$ cat config.mk
export PLATFORM = sky130hd
export DESIGN_NAME = button_debounce_autorepeat_top
export DESIGN_NICKNAME = d
export VERILOG_FILES = /design/src/hdl/bda_pkg.sv /design/src/hdl/bda_cfg.sv /design/src/hdl/bda_core.sv /design/src/hdl/bda_outreg.sv /design/src/hdl/button_debounce_autorepeat_top.sv
export SDC_FILE = /design/constraint.sdc
export NUM_CORES = 1
export LEC_CHECK = 0
export BUFFER_PORTS_ARGS = -buffer_cell sky130_fd_sc_hd__buf_4
export CAP_MARGIN = 15
export CORE_ASPECT_RATIO = 1.2
export CORE_MARGIN = 2
export CORE_UTILIZATION = 39
export CTS_CLUSTER_SIZE = 25
export DETAILED_ROUTE_END_ITERATION = 6
export GPL_ROUTABILITY_DRIVEN = 1
export PLACE_DENSITY = 0.64
export SYNTH_ARGS = -nofsm -noshare
export SYNTH_HDL_FRONTEND = slang
export SYNTH_SLANG_ARGS = --single-unit
$ cat constraint.sdc
create_clock -name clk -period 6.7 [get_ports clk]
set_clock_uncertainty 0.1 [all_clocks]
set_input_delay 1.675 -clock clk [delete_from_list [all_inputs] [get_ports clk]]
set_output_delay 1.675 -clock clk [all_outputs]
set_load 0.005 [all_outputs]
$ cat src/hdl/bda_pkg.sv
`timescale 1ns / 1ps

package bda_pkg;

  localparam int PERIOD_BITS = 16;
  localparam int CFG_ADDR_W  = 2;
  localparam int CFG_DATA_W  = 16;
  localparam int IN_DATA_W   = 8;
  localparam int OUT_DATA_W  = 8;

  typedef logic [PERIOD_BITS-1:0] period_t;

  localparam logic [CFG_ADDR_W-1:0] REG_ACTIVE_LEVEL = 2'd0;
  localparam logic [CFG_ADDR_W-1:0] REG_DEBOUNCE     = 2'd1;
  localparam logic [CFG_ADDR_W-1:0] REG_REPEAT_START = 2'd2;
  localparam logic [CFG_ADDR_W-1:0] REG_REPEAT_STEP  = 2'd3;

  localparam logic [9:0]  RST_DEBOUNCE     = 10'd50;
  localparam logic [15:0] RST_REPEAT_START = 16'd500;
  localparam logic [15:0] RST_REPEAT_STEP  = 16'd50;

  typedef enum logic [2:0] {
    MODE_IDLE     = 3'b001,
    MODE_DEBOUNCE = 3'b010,
    MODE_PRESSED  = 3'b100
  } mode_t;

  typedef struct packed {
    logic        active_level;
    logic [9:0]  debounce_ticks;
    logic [15:0] repeat_start_ticks;
    logic [15:0] repeat_step_ticks;
  } cfg_t;

  typedef struct packed {
    logic held_level;
    logic release_pulse;
    logic repeat_pulse;
    logic click_pulse;
  } res_t;

endpackage

$ cat src/hdl/bda_cfg.sv
`timescale 1ns / 1ps

module bda_cfg (
  input  logic                           clk,
  input  logic                           rst_n,
  input  logic                           cfg_we,
  input  logic [bda_pkg::CFG_ADDR_W-1:0] cfg_addr,
  input  logic [bda_pkg::CFG_DATA_W-1:0] cfg_wdata,
  output bda_pkg::cfg_t                  cfg
);
  import bda_pkg::*;

  cfg_t cfg_r, cfg_nxt;

  always_comb begin
    cfg_nxt = cfg_r;
    if (cfg_we) begin
      case (cfg_addr)
        REG_ACTIVE_LEVEL: cfg_nxt.active_level       = cfg_wdata[0];
        REG_DEBOUNCE:     cfg_nxt.debounce_ticks     = cfg_wdata[9:0];
        REG_REPEAT_START: cfg_nxt.repeat_start_ticks = cfg_wdata[15:0];
        REG_REPEAT_STEP:  cfg_nxt.repeat_step_ticks  = cfg_wdata[15:0];
        default:          cfg_nxt = cfg_r;
      endcase
    end
  end

  always_ff @(posedge clk) begin
    if (!rst_n) begin
      cfg_r.active_level       <= 1'b0;
      cfg_r.debounce_ticks     <= RST_DEBOUNCE;
      cfg_r.repeat_start_ticks <= RST_REPEAT_START;
      cfg_r.repeat_step_ticks  <= RST_REPEAT_STEP;
    end else begin
      cfg_r <= cfg_nxt;
    end
  end

  assign cfg = cfg_r;

endmodule

$ cat src/hdl/bda_core.sv
`timescale 1ns / 1ps

module bda_core (
  input  logic          clk,
  input  logic          rst_n,
  input  logic          load,
  input  logic          pin_level,
  input  bda_pkg::cfg_t cfg,
  output bda_pkg::res_t res
);
  import bda_pkg::*;

  mode_t   mode_r, mode_nxt;
  period_t cnt_r, cnt_nxt;
  period_t per_r, per_nxt;
  logic    held_r, held_nxt;

  logic        active;
  logic        expired;
  period_t     deb_p, start_p, step_p, per_less;
  logic [31:0] deb_ext, start_ext, step_ext;

  assign deb_ext   = {22'd0, cfg.debounce_ticks};
  assign start_ext = {16'd0, cfg.repeat_start_ticks};
  assign step_ext  = {16'd0, cfg.repeat_step_ticks};
  assign deb_p     = deb_ext[PERIOD_BITS-1:0];
  assign start_p   = start_ext[PERIOD_BITS-1:0];
  assign step_p    = step_ext[PERIOD_BITS-1:0];

  assign active   = (pin_level == cfg.active_level);
  assign expired  = (cnt_r <= period_t'(1));
  assign per_less = per_r - step_p;

  always_comb begin
    mode_nxt = mode_r;
    cnt_nxt  = cnt_r;
    per_nxt  = per_r;
    held_nxt = held_r;
    res      = '0;
    case (mode_r)
      MODE_DEBOUNCE: begin
        if (expired) begin
          if (active) begin
            res.click_pulse = 1'b1;
            per_nxt  = start_p;
            cnt_nxt  = start_p;
            mode_nxt = MODE_PRESSED;
          end else begin
            cnt_nxt  = '0;
            mode_nxt = MODE_IDLE;
          end
        end else begin
          cnt_nxt = cnt_r - period_t'(1);
        end
      end
      MODE_PRESSED: begin
        if (!active) begin
          mode_nxt = MODE_IDLE;
          held_nxt = 1'b0;
          res.release_pulse = 1'b1;
          cnt_nxt  = '0;
        end else if (expired) begin
          held_nxt = 1'b1;
          res.click_pulse  = 1'b1;
          res.repeat_pulse = 1'b1;
          cnt_nxt = per_r;
          if (per_r >= step_p && per_less >= step_p) begin
            per_nxt = per_less;
          end else begin
            per_nxt = step_p;
          end
        end else begin
          cnt_nxt = cnt_r - period_t'(1);
        end
      end
      default: begin
        mode_nxt = MODE_IDLE;
        if (active) begin
          cnt_nxt  = deb_p;
          mode_nxt = MODE_DEBOUNCE;
        end
      end
    endcase
    res.held_level = held_nxt;
  end

  always_ff @(posedge clk) begin
    if (!rst_n) begin
      mode_r <= MODE_IDLE;
      cnt_r  <= '0;
      per_r  <= '0;
      held_r <= 1'b0;
    end else if (load) begin
      mode_r <= mode_nxt;
      cnt_r  <= cnt_nxt;
      per_r  <= per_nxt;
      held_r <= held_nxt;
    end
  end

endmodule

$ cat src/hdl/bda_outreg.sv
`timescale 1ns / 1ps

module bda_outreg (
  input  logic                           clk,
  input  logic                           rst_n,
  input  logic                           in_valid,
  output logic                           in_ready,
  input  bda_pkg::res_t                  res,
  output logic                           out_valid,
  input  logic                           out_ready,
  output logic [bda_pkg::OUT_DATA_W-1:0] out_data
);
  import bda_pkg::*;

  logic valid_r, valid_nxt;
  res_t data_r;
  logic load;

  assign in_ready  = !valid_r || out_ready;
  assign load      = in_valid && in_ready;
  assign valid_nxt = load || (valid_r && !out_ready);

  always_ff @(posedge clk) begin
    if (!rst_n) begin
      valid_r <= 1'b0;
    end else begin
      valid_r <= valid_nxt;
    end
  end

  always_ff @(posedge clk) begin
    if (load) begin
      data_r <= res;
    end
  end

  assign out_valid = valid_r;
  assign out_data  = {{(OUT_DATA_W-4){1'b0}}, data_r};

endmodule

$ cat src/hdl/button_debounce_autorepeat_top.sv
`timescale 1ns / 1ps

// Button debouncer with accelerating auto-repeat. Feed one pin sample per
// millisecond tick; every input transaction yields exactly one output
// transaction carrying click, repeat and release pulses and the held level.
// One transaction per clock unless the output stalls: state update and result
// go combinationally into the output register, which decouples the sides, so
// results appear in the cycle after acceptance. Write registers through the
// cfg port only while no transaction is pending (the block does not enforce
// it); after reset active_level=0, debounce=50, repeat start=500, step=50 ticks.

module button_debounce_autorepeat_top (
  input  logic                           clk,
  input  logic                           rst_n,
  input  logic                           in_tvalid,
  output logic                           in_tready,
  input  logic [bda_pkg::IN_DATA_W-1:0]  in_tdata,   // [0] pin_level
  output logic                           out_tvalid,
  input  logic                           out_tready,
  output logic [bda_pkg::OUT_DATA_W-1:0] out_tdata,  // [0] click_pulse, [1] repeat_pulse,
                                                     // [2] release_pulse, [3] held_level
  input  logic                           cfg_we,
  input  logic [bda_pkg::CFG_ADDR_W-1:0] cfg_addr,
  input  logic [bda_pkg::CFG_DATA_W-1:0] cfg_wdata
);
  import bda_pkg::*;

  cfg_t cfg;
  res_t res;
  logic load;

  assign load = in_tvalid && in_tready;

  bda_cfg u_cfg (
    .clk       (clk),
    .rst_n     (rst_n),
    .cfg_we    (cfg_we),
    .cfg_addr  (cfg_addr),
    .cfg_wdata (cfg_wdata),
    .cfg       (cfg)
  );

  bda_core u_core (
    .clk       (clk),
    .rst_n     (rst_n),
    .load      (load),
    .pin_level (in_tdata[0]),
    .cfg       (cfg),
    .res       (res)
  );

  bda_outreg u_outreg (
    .clk       (clk),
    .rst_n     (rst_n),
    .in_valid  (in_tvalid),
    .in_ready  (in_tready),
    .res       (res),
    .out_valid (out_tvalid),
    .out_ready (out_tready),
    .out_data  (out_tdata)
  );

endmodule

==> impl_metrics.ini, run 1 <==
[timing]
count_of_endpoints_failing_hold_in_the_final_timing_report = 0
worstMarginPinSlew_ps = 1180
slew_violations = 0
final.period_utilization_pct = 70.6
final-setup-viol-count = 0
whs_ps = 356
max-slew-margin-rel_pct = 20.9
layout_min_cycle_time_ps = 4730
setup-tns-final_ps = 0
max_freq_mhz = 212
grt_setup_unrepaired = no

[final_layout]
layout.core_utilization_pct = 43.9
final-instance-count-excl-fill = 885
fraction_of_layout_instances_using_a_drive_strength_above_1_pct = 9.10
final_net_count = 775
antenna_cells_inserted = 0
syn_to_final_growth_pct = 10.5

[place]
place_hpwl_um = 11000
place_inst = 869
routabilityCongestion = 0.857
io_buf_count = 29

[worst_hold_path]
hold_class = reg2reg
hp-start = u_cfg.cfg[34]

[cts]
clock_tree_from_tritoncts = yes
number_of_hold_buffers_added_after_cts = 0
worst_skew_pair.late_latency_ps = 350
max-clock-path-buffers = 2
tritoncts.num_buffers = 9
ctsRootBufferMaster = clkbuf_16
post_cts_resized = 0
cts_sinks = 84
setup_repair_bufs_after_cts = 0
worst_setup_hold_path_clk_slew_ps = 70
h_tree_lvl_count = 3

[synthesis]
yosys_warnings = 0
syn_inst = 706
synth-seq-area-share_pct = 31.6
yosys.area.top_type = dfxtp_1
netlist_top_cells_area = dfxtp_1, nand2_1, ha_1, a21oi_1, o21ai_0
async_flop_share_pct = 0
synth_area_sq_mm = 0.00545
synth_flop_cell = dfxtp_1
synth.avg_cell_area_sq_um = 7.72
synth.top_cell.area_share_pct = 29.4
synth_cell_type_count = 66
yosys_register_bits = 84
post_synth_edffs = 4

[pwr]
total_leakage_power_nw = 2.34
clock_power_share_pct = 42.2
pwr-share-comb_pct = 15.1
vdd.ir_drop.worst_uv = 150
seq_power_share_pct = 42.7
net-switching-power_mw = 0.341
sw_frac_of_total_pct = 27.1
internal-power_mw = 0.918
power.density_mw_per_mm2 = 209

[routing]
detailedRoute.firstIterationViolations = 377
drt_drc_violations_left = 0
postRouteAntennaNets = 0
wl_per_cell_um = 16.7
drtPass1Iterations = 5
via_count = 5135
route.final.wire_length_um = 14800
via_count_normalized_by_instance_count = 5.80

[run]
max-cap-violations = 0

[floorplanning]
die_h_um = 134
io-pin-count = 41
num_rows = 47
design.core.area_sq_mm = 0.0137
floorplan.die.width_um = 112
fp.dieArea_sq_mm = 0.0149
initial_utilization_pct = 39.8

[setup_path]
worst-endpoint-required_ps = 6830
critPathKind = reg2reg
cp.arrival_ps = 4860
cp-start-kind = flop
rr_startpoint = u_cfg.cfg[3]
critical-path-slowest-cell = o211a_1
cp_cell_sequence = inv_1 > ha_1 > a21oi_1 > nor3b_1 > a21oi_1 > o41ai_1 > o21ai_0 > xor2_1 > ha_1 > a21oi_1 > o21ai_0 > nor2_1 > o211ai_1 > o211a_1 > nor4_1 > a311o_1
worstPathMaxFanout = 20
critical_path.most_common_cell = a21oi_1
worstSetupStartpoint = u_cfg.cfg[3]
cp_peak_stage_delay_ps = 800
timing.critical_path.to_type = flop

[status]
outcome = completed

[global_route]
grt_antenna_before_repair = 0
grt_first_pass_wirelength_um = 24700
pin_count_of_the_biggest_net_entering_global_routing = 37
globalRoute.totalOverflow = 0
gr-usage-all-layers_pct = 20.0
grt_pass1_vias = 4963
## synth_stat cells, types with 3 or more instances
cell type,count
a21o_1,6
and3_1,4
nor4_2,3
or4_1,3
a221oi_1,7
nor3_1,6
a2111oi_0,3
o21a_1,6
and4_1,4
edfxtp_1,4
nand4_1,7
o21ai_0,48
mux2i_1,12
ha_1,34
nor4_1,4
nor2b_1,3
a31oi_1,6
buf_2,8
buf_1,6
dfxtp_1,80
buf_4,5
inv_1,26
xnor2_1,13
o211ai_1,20
clkbuf_1,21
a22oi_1,13
nand2_1,140
buf_6,3
nor2_1,33
xor2_1,12
a21oi_1,69
a211oi_1,6
or2_2,3
nor3_2,3
nand3_1,33
nand2b_1,7
or3_1,7
## cell families after synthesis
| family | Yosys count | share of synthesized area (%) |
|---|---|---|
| simple gates | 270 | 24.0 |
| compound gates | 210 | 24.2 |
| flops | 84 | 31.6 |
| buf+inv | 69 | 5.69 |
| fa+ha+maj | 35 | 8.17 |
| xor+xnor | 25 | 4.02 |
| mux | 12 | 2.20 |
| other cells | 1 | 0.0688 |
## placed cells by master, fill, tap and decap left out, types with 13 or more instances in the layout
master,instances
o211ai_1,20
ha_1,34
nor2_1,33
nand3_1,33
buf_4,32
a22oi_1,13
nand2_1,140
xnor2_1,13
dfxtp_1,80
a21oi_1,69
o21ai_0,48
inv_1,26
## state kept, by name (all words and copies together) (netlist names)
| register | cells |
|---|---|
| u_core.per_r | 16 |
| u_core.cnt_r | 16 |
| u_outreg.out_valid | 1 |
| u_cfg.cfg | 43 |
| u_core.mode_r | 3 |
| u_core.held_r | 1 |
| u_outreg.out_data | 4 |
## through the flow
step                      setup WS (ps)  power, mW  area (sq um)
after global placement             2070      0.730          5700
after detailed placement           2050      0.736          5700
after CTS                          2000       1.26          6020
after floorplan                    3080      0.681          5460
final                              1970       1.26          6020
after global routing               1670       1.31          6020
## layout make-up
| type | count | area (sq um) |
|---|---|---|
| fillers | 1387 | 7680 |
| multi-input cells | 556 | 3430 |
| flip-flops and latches | 84 | 1720 |
| repair buffers | 32 | 240 |
| clock buffers | 10 | 229 |
| well taps | 171 | 214 |
| inverters | 26 | 97.6 |
| clock inverters | 6 | 88.8 |
## power by group through the flow
stage	Sequential (mW)	Clock [mW]	Combinational (mW)
5_1_grt	0.539	0.560	0.214
3_5_place_dp	0.548	0	0.188
4_1_cts	0.537	0.538	0.189
3_3_place_gp	0.548	0	0.183
2_1_floorplan	0.543	0	0.137
6_report	0.537	0.532	0.191
## final timing paths
| path | to | slack, ps | depth (start not counted) |
|---|---|---|---|
| worst min-delay path | u_cfg.cfg[34] | 360 | 2 |
| worst min register to register | u_cfg.cfg[34] | 360 | 2 |
| worst max register to register | u_core.per_r[15] | 1970 | 16 |
| worst max-delay path | u_core.per_r[15] | 1970 | 16 |
## per-layer routing
layer | wire length, um | GRT usage, % | vias to the layer above
met2 | 7410 | 35.2 | 118
met1 | 6510 | 24.7 | 2438
met5 | 0 | 0 | -
met4 | 478 | 8.37 | 0
met3 | 413 | 2.55 | 39
li1 | - | - | 2540
## worst max-delay path, delay by kind of cell (launching register included)
| family | cells | cell delay, ps |
|---|---|---|
| buffers and inverters | 1 | 80 |
| XOR/XNOR | 1 | 210 |
| adder cells (fa/ha/maj) | 2 | 690 |
| flip-flops | 1 | 370 |
| AO/OA/AOI/OAI | 9 | 2670 |
| AND/OR/NAND/NOR | 3 | 500 |
Power figures use the tool's default switching activity.
==> run 2, diff against run 1 <==
--- a/config.mk
+++ b/config.mk
@@ -13,7 +13,7 @@
 export CTS_CLUSTER_SIZE = 25
 export DETAILED_ROUTE_END_ITERATION = 6
 export GPL_ROUTABILITY_DRIVEN = 1
-export PLACE_DENSITY = 0.64
+export PLACE_DENSITY = 0.66
 export SYNTH_ARGS = -nofsm -noshare
 export SYNTH_HDL_FRONTEND = slang
 export SYNTH_SLANG_ARGS = --single-unit
==> constraint.sdc (replaced) <==
create_clock -name clk -period 3.9 [get_ports clk]
set_clock_uncertainty 0.1 [all_clocks]
set_input_delay 0.975 -clock clk [delete_from_list [all_inputs] [get_ports clk]]
set_output_delay 0.975 -clock clk [all_outputs]
set_load 0.005 [all_outputs]
==> run 2 against run 1 <==
Sequential share of layout area is 2.3 points lower. Worst setup slack worse by 1900 ps. Via count is 3.7% higher. Cell count is 5.4% higher. Power is 72% higher. Global-route usage is 0.59 points higher. Combinational power is 91% higher. Critical path depth is 1 lower. Critical endpoint is now u_core.per_r[4].
==> impl_metrics.ini, run 2 (synthesis results as in run 1) <==
[setup_path]
rr_startpoint = u_core.per_r[7]
cp.arrival_ps = 3960
timing.critical_path.to_type = flop
cp-start-kind = flop
worstSetupStartpoint = u_core.per_r[7]
worstPathMaxFanout = 6
critPathKind = reg2reg
worst-endpoint-required_ps = 4030

[timing]
layout_min_cycle_time_ps = 3830
slew_violations = 0
final-setup-viol-count = 0
max-slew-margin-rel_pct = 20.9
count_of_endpoints_failing_hold_in_the_final_timing_report = 0
worstMarginPinSlew_ps = 1180
setup-tns-final_ps = 0
timing.final.ws_setup_ps = 70.3
final.period_utilization_pct = 98.2
grt_setup_unrepaired = yes
max_freq_mhz = 261

[worst_hold_path]
hold_class = reg2reg
hp-start = u_cfg.cfg[15]

[pwr]
clock_power_share_pct = 40.7
vdd.ir_drop.worst_uv = 243
internal-power_mw = 1.58
seq_power_share_pct = 42.5
power.density_mw_per_mm2 = 331
pwr-share-comb_pct = 16.8
power.total_mw = 2.17
total_leakage_power_nw = 2.61
sw_frac_of_total_pct = 27.5
net-switching-power_mw = 0.596

[final_layout]
layout_common_cells = nand2_1, dfxtp_1, buf_4
final-instance-count-excl-fill = 933
most_frequent_standard_cell_in_the_layout_excluding_fill_and_tap_cells = nand2_1
fraction_of_layout_instances_using_a_drive_strength_above_1_pct = 18.2
fillCellCount = 1330
syn_to_final_growth_pct = 20.4
antenna_cells_inserted = 0
final_net_count = 823
layout.core_utilization_pct = 47.9
largest_register_ff_count = 43

[global_route]
gr-usage-all-layers_pct = 20.6
grt_pass1_vias = 5123
grt_antenna_before_repair = 0
grt_first_pass_wirelength_um = 25100
pin_count_of_the_biggest_net_entering_global_routing = 37
globalRoute.totalOverflow = 0

[cts]
worst_setup_hold_path_clk_slew_ps = 60
h_tree_lvl_count = 3
cts_sinks = 84
number_of_hold_buffers_added_after_cts = 0
tritoncts.num_buffers = 9
ctsRootBufferMaster = clkbuf_16
max-clock-path-buffers = 2
clock_tree_from_tritoncts = yes
worst_skew_pair.late_latency_ps = 340

[routing]
postRouteAntennaNets = 0
drtPass1Iterations = 5
wl_per_cell_um = 17.0
via_count_normalized_by_instance_count = 5.71
route.final.wire_length_um = 15800
detailedRoute.firstIterationViolations = 484
drt_drc_violations_left = 0
via_count = 5324

[floorplanning]
die_h_um = 134
num_rows = 47
floorplan.die.width_um = 112
initial_utilization_pct = 39.8
fp.dieArea_sq_mm = 0.0149
design.core.area_sq_mm = 0.0137
io-pin-count = 41

[place]
dp_worst_setup_slack_ps = 52.1
place_inst = 905
place_hpwl_um = 11600
io_buf_count = 29
routabilityCongestion = 0.864

[status]
outcome = completed

[run]
max-cap-violations = 0
## run 2: cell count changes in the layout (fill, tap and decap cells not counted), moves of 4 or more
| cell | change |
|---|---|
| buf_4 | +44 |
| o21ai_0 | -5 |
| ha_4 | +4 |
| ha_1 | -5 |
## run 2: area by class of cell
cell class                      instances  area [sq um]  area share (%)
Inverter                               26          97.6            1.49
Clock inverter                          5          60.1           0.915
Sequential cell                        84          1730            26.3
Clock buffer                           11           253            3.85
Tap cell                              171           214            3.26
Timing Repair Buffer                   80           652            9.94
Multi-Input combinational cell        556          3560            54.3
## run 2: per-layer routing
layer | vias up | wire (um) | GRT usage [%]
met2 | 140 | 8050 | 35.3
met5 | - | 0 | 0
li1 | 2630 | - | -
met4 | 0 | 564 | 10.7
met1 | 2512 | 6650 | 25.3
met3 | 42 | 565 | 2.73
## run 2: critical path: stages, from the launching register on
cell	delay, ps
dfxtp_1	420
ha_2	360
a21oi_1	240
o21ai_2	160
nor2_4	150
or4b_1	440
o211ai_1	160
ha_1	200
nand4_1	140
nor2_1	120
o211ai_1	120
o211ai_1	230
o211a_2	360
clkbuf_16	200
nor4_2	40
a221o_1	270
## run 2: worst paths after layout
| path | cells after the start | slack, ps | endpoint |
|---|---|---|---|
| hold reg to reg | 2 | 360 | u_cfg.cfg[15] |
| setup / recovery | 15 | 70 | u_core.per_r[4] |
| setup reg to reg | 15 | 70 | u_core.per_r[4] |
| hold / removal | 2 | 360 | u_cfg.cfg[15] |
## run 2: power groups by stage
| stage | registers (mW) | clock network [mW] | logic (mW) |
|---|---|---|---|
| after global placement | 0.940 | 0 | 0.335 |
| after CTS | 0.922 | 0.892 | 0.347 |
| after detailed placement | 0.941 | 0 | 0.344 |
| after global routing | 0.926 | 0.934 | 0.405 |
| final | 0.922 | 0.884 | 0.365 |
| after floorplan | 0.933 | 0 | 0.236 |
## run 2: timing repair
item                       4_1_cts  5_1_grt
setup buffers                    0        9
resized for setup                0       34
setup endpoints to repair        0       16
hold endpoints to repair         0        0
## run 2: per-stage QoR
step	hold slack [ps]	instance area, sq um
6_report	357	6560
3_5_place_dp	348	5990
4_1_cts	357	6300
5_1_grt	393	6560
2_1_floorplan	336	5460
3_3_place_gp	350	5990
==> run 3, diff against run 2 <==
--- a/config.mk
+++ b/config.mk
@@ -5,6 +5,7 @@
 export SDC_FILE = /design/constraint.sdc
 export NUM_CORES = 1
 export LEC_CHECK = 0
+export ABC_AREA = 1
 export BUFFER_PORTS_ARGS = -buffer_cell sky130_fd_sc_hd__buf_4
 export CAP_MARGIN = 15
 export CORE_ASPECT_RATIO = 1.2
==> run 3 against run 2 <==
Worst setup slack better by 320 ps. Flip-flop and latch count did not move. Synthesized cell count grew 23%. Register-to-register slack gained 320 ps. Worst hold slack improved by 6.8 ps. Clock-buffer cell count is 2 lower. Critical path depth is 7 higher. Global-route usage is 1.5 points lower. Largest power group unchanged. Highest routed layer unchanged.
==> impl_metrics.ini, run 3 <==
[synthesis]
synth_cell_type_count = 45
yosys-top-cells-count = nand2_1, inv_1, nand3_1
netlist_top_cells_area = dfxtp_1, nand2_1, ha_1, nand3_1, o21ai_0
synth-seq-area-share_pct = 30.0
synth_most_common_cell = nand2_1
synth_flop_cell = dfxtp_1
yosys_warnings = 0
yosys_register_bits = 84
yosys.area.top_type = dfxtp_1
async_flop_share_pct = 0
synth_area_sq_mm = 0.00574
synth.top_cell.area_share_pct = 27.9
post_synth_edffs = 4
syn_inst = 865
synth.avg_cell_area_sq_um = 6.63

[cts]
clock_tree_from_tritoncts = yes
setup_repair_bufs_after_cts = 0
post_cts_resized = 0
tritoncts.num_buffers = 9
ctsRootBufferMaster = clkbuf_16
cts_sinks = 84
worst_skew_pair.late_latency_ps = 340
number_of_hold_buffers_added_after_cts = 0
worst_setup_hold_path_clk_slew_ps = 60
max-clock-path-buffers = 2
h_tree_lvl_count = 3

[final_layout]
layout_common_cells = nand2_1, inv_1, nand3_1
antenna_cells_inserted = 0
fillCellCount = 1513
fraction_of_layout_instances_using_a_drive_strength_above_1_pct = 11.6
largest_register_ff_count = 43
multiInputGateArea_sq_mm = 0.00343
final_net_count = 950
storage_cell_area_sq_mm = 0.00172
syn_to_final_growth_pct = 11.2
most_frequent_standard_cell_in_the_layout_excluding_fill_and_tap_cells = nand2_1
layout.core_utilization_pct = 44.3

[timing]
final-setup-viol-count = 0
layout_min_cycle_time_ps = 3510
setup-tns-final_ps = 0
slew_violations = 0
final.period_utilization_pct = 90.0
max_freq_mhz = 285
count_of_endpoints_failing_hold_in_the_final_timing_report = 0
whs_ps = 364
worstMarginPinSlew_ps = 678
grt_setup_unrepaired = no
max-slew-margin-rel_pct = 54.7

[global_route]
grt.met1_usage_pct = 24.0
busiest_layer = met2
globalRoute.totalOverflow = 0
grt_first_pass_wirelength_um = 24100
grt_antenna_before_repair = 0
globalRouteMet2Util_pct = 33.3
grt_pass1_vias = 5081
grt.met3_usage_pct = 1.99
pin_count_of_the_biggest_net_entering_global_routing = 69
gr-usage-all-layers_pct = 19.1

[pwr]
pwr-share-comb_pct = 20.4
seq_power_share_pct = 40.4
vdd.ir_drop.worst_uv = 249
sw_frac_of_total_pct = 29.7
net-switching-power_mw = 0.689
total_leakage_power_nw = 3.04
internal-power_mw = 1.63
clock_power_share_pct = 39.3
power.density_mw_per_mm2 = 364
power.total_mw = 2.32

[setup_path]
cp_peak_stage_delay_ps = 420
worstSetupStartpoint = u_cfg.cfg[2]
critical_path.most_common_cell = nand2_1
rr_startpoint = u_cfg.cfg[2]
cp_cell_sequence = inv_1 > ha_1 > nand2_1 > nand2_1 > inv_1 > nand2_1 > nand2_1 > nand2_1 > nand2_1 > nand2_1 > nand2_1 > nand2_1 > inv_1 > ha_1 > a21oi_1 > o21ai_0 > nor2_1 > nand3_1 > nand2_2 > nand2_1 > nand3_1 > a21oi_2
worstPathMaxFanout = 16
timing.critical_path.to_type = flop
critical-path-slowest-cell = ha_1
cp-start-kind = flop
worst-endpoint-required_ps = 4030
critPathKind = reg2reg
cp.arrival_ps = 3640

[floorplanning]
fp.dieArea_sq_mm = 0.0157
initial_utilization_pct = 39.8
die_h_um = 137
design.core.area_sq_mm = 0.0144
num_rows = 48
floorplan.die.width_um = 115
io-pin-count = 41

[routing]
drtPass1Iterations = 5
wl_per_cell_um = 13.4
route.final.wire_length_um = 14300
postRouteAntennaNets = 0
detailedRoute.firstIterationViolations = 327
via_count = 5331
via_count_normalized_by_instance_count = 5.02
drt_drc_violations_left = 0

[place]
routabilityCongestion = 0.863
io_buf_count = 29
place_hpwl_um = 11000

[worst_hold_path]
hold_class = reg2reg
hp-start = u_cfg.cfg[33]

[status]
outcome = completed

[run]
max-cap-violations = 0
run 3: changes by cell type in the layout (fill, tap and decap cells not counted), moves of 18 or more:
cell | previous run | this run
a21oi_2 | 2 | 20
nand2_1 | 140 | 191
o21ai_0 | 43 | 79
nand3_1 | 33 | 85
o211ai_1 | 20 | 1
inv_1 | 25 | 104
buf_4 | 76 | 36
nor2_1 | 30 | 78
run 3: cell families after synthesis:
logic type               after synthesis  share of synthesized area [%]
AO/OA/AOI/OAI                        185                           17.8
XOR/XNOR                              17                           2.73
adder cells (fa/ha/maj)               35                           7.76
buffers and inverters                144                           10.5
flip-flops                            84                           30.0
other                                  1                         0.0654
AND/OR/NAND/NOR                      399                           31.2
run 3: area by class of cell:
cell class / count / share of cell area [%]
Clock buffer: 9 / 3.53
Clock inverter: 6 / 1.41
Timing Repair Buffer: 36 / 4.24
Multi-Input combinational cell: 640 / 53.7
Tap cell: 175 / 3.43
Inverter: 113 / 6.73
Sequential cell: 84 / 27.0
run 3: per-stage QoR:
| step | instances | instance area, sq um | setup slack (ps) |
|---|---|---|---|
| floorplan | 868 | 5750 | 869 |
| global placement | 1048 | 6070 | 436 |
| detailed placement | 1048 | 6070 | 384 |
| CTS | 1063 | 6380 | 352 |
| global route | 1063 | 6380 | 28.1 |
| finish | 1063 | 6380 | 391 |
run 3: layer usage:
layer	wire length, um	part of all wire (%)
met5	0	0
met4	373	2.6
met3	279	2.0
met2	7060	50
met1	6540	46
run 3: power by group through the flow:
stage,sequential [mW],combinational [mW],clock (mW)
final,0.937,0.473,0.912
after global routing,0.941,0.541,0.962
after CTS,0.937,0.474,0.921
after detailed placement,0.955,0.470,0
after global placement,0.955,0.464,0
after floorplan,0.948,0.360,0
run 3: worst paths after layout:
path              cells past startpoint               end  slack, ps
setup / recovery                     22  u_core.per_r[11]        390
hold / removal                        2     u_cfg.cfg[33]        360
setup reg to reg                     22  u_core.per_r[11]        390
hold reg to reg                       2     u_cfg.cfg[33]        360
run 3: worst max-delay path, delay by kind of cell, from the launching register on:
| family | cells | cell delay (ps) |
|---|---|---|
| simple gates | 14 | 1740 |
| compound gates | 3 | 330 |
| buf+inv | 3 | 170 |
| flops | 1 | 310 |
| fa+ha+maj | 2 | 730 |
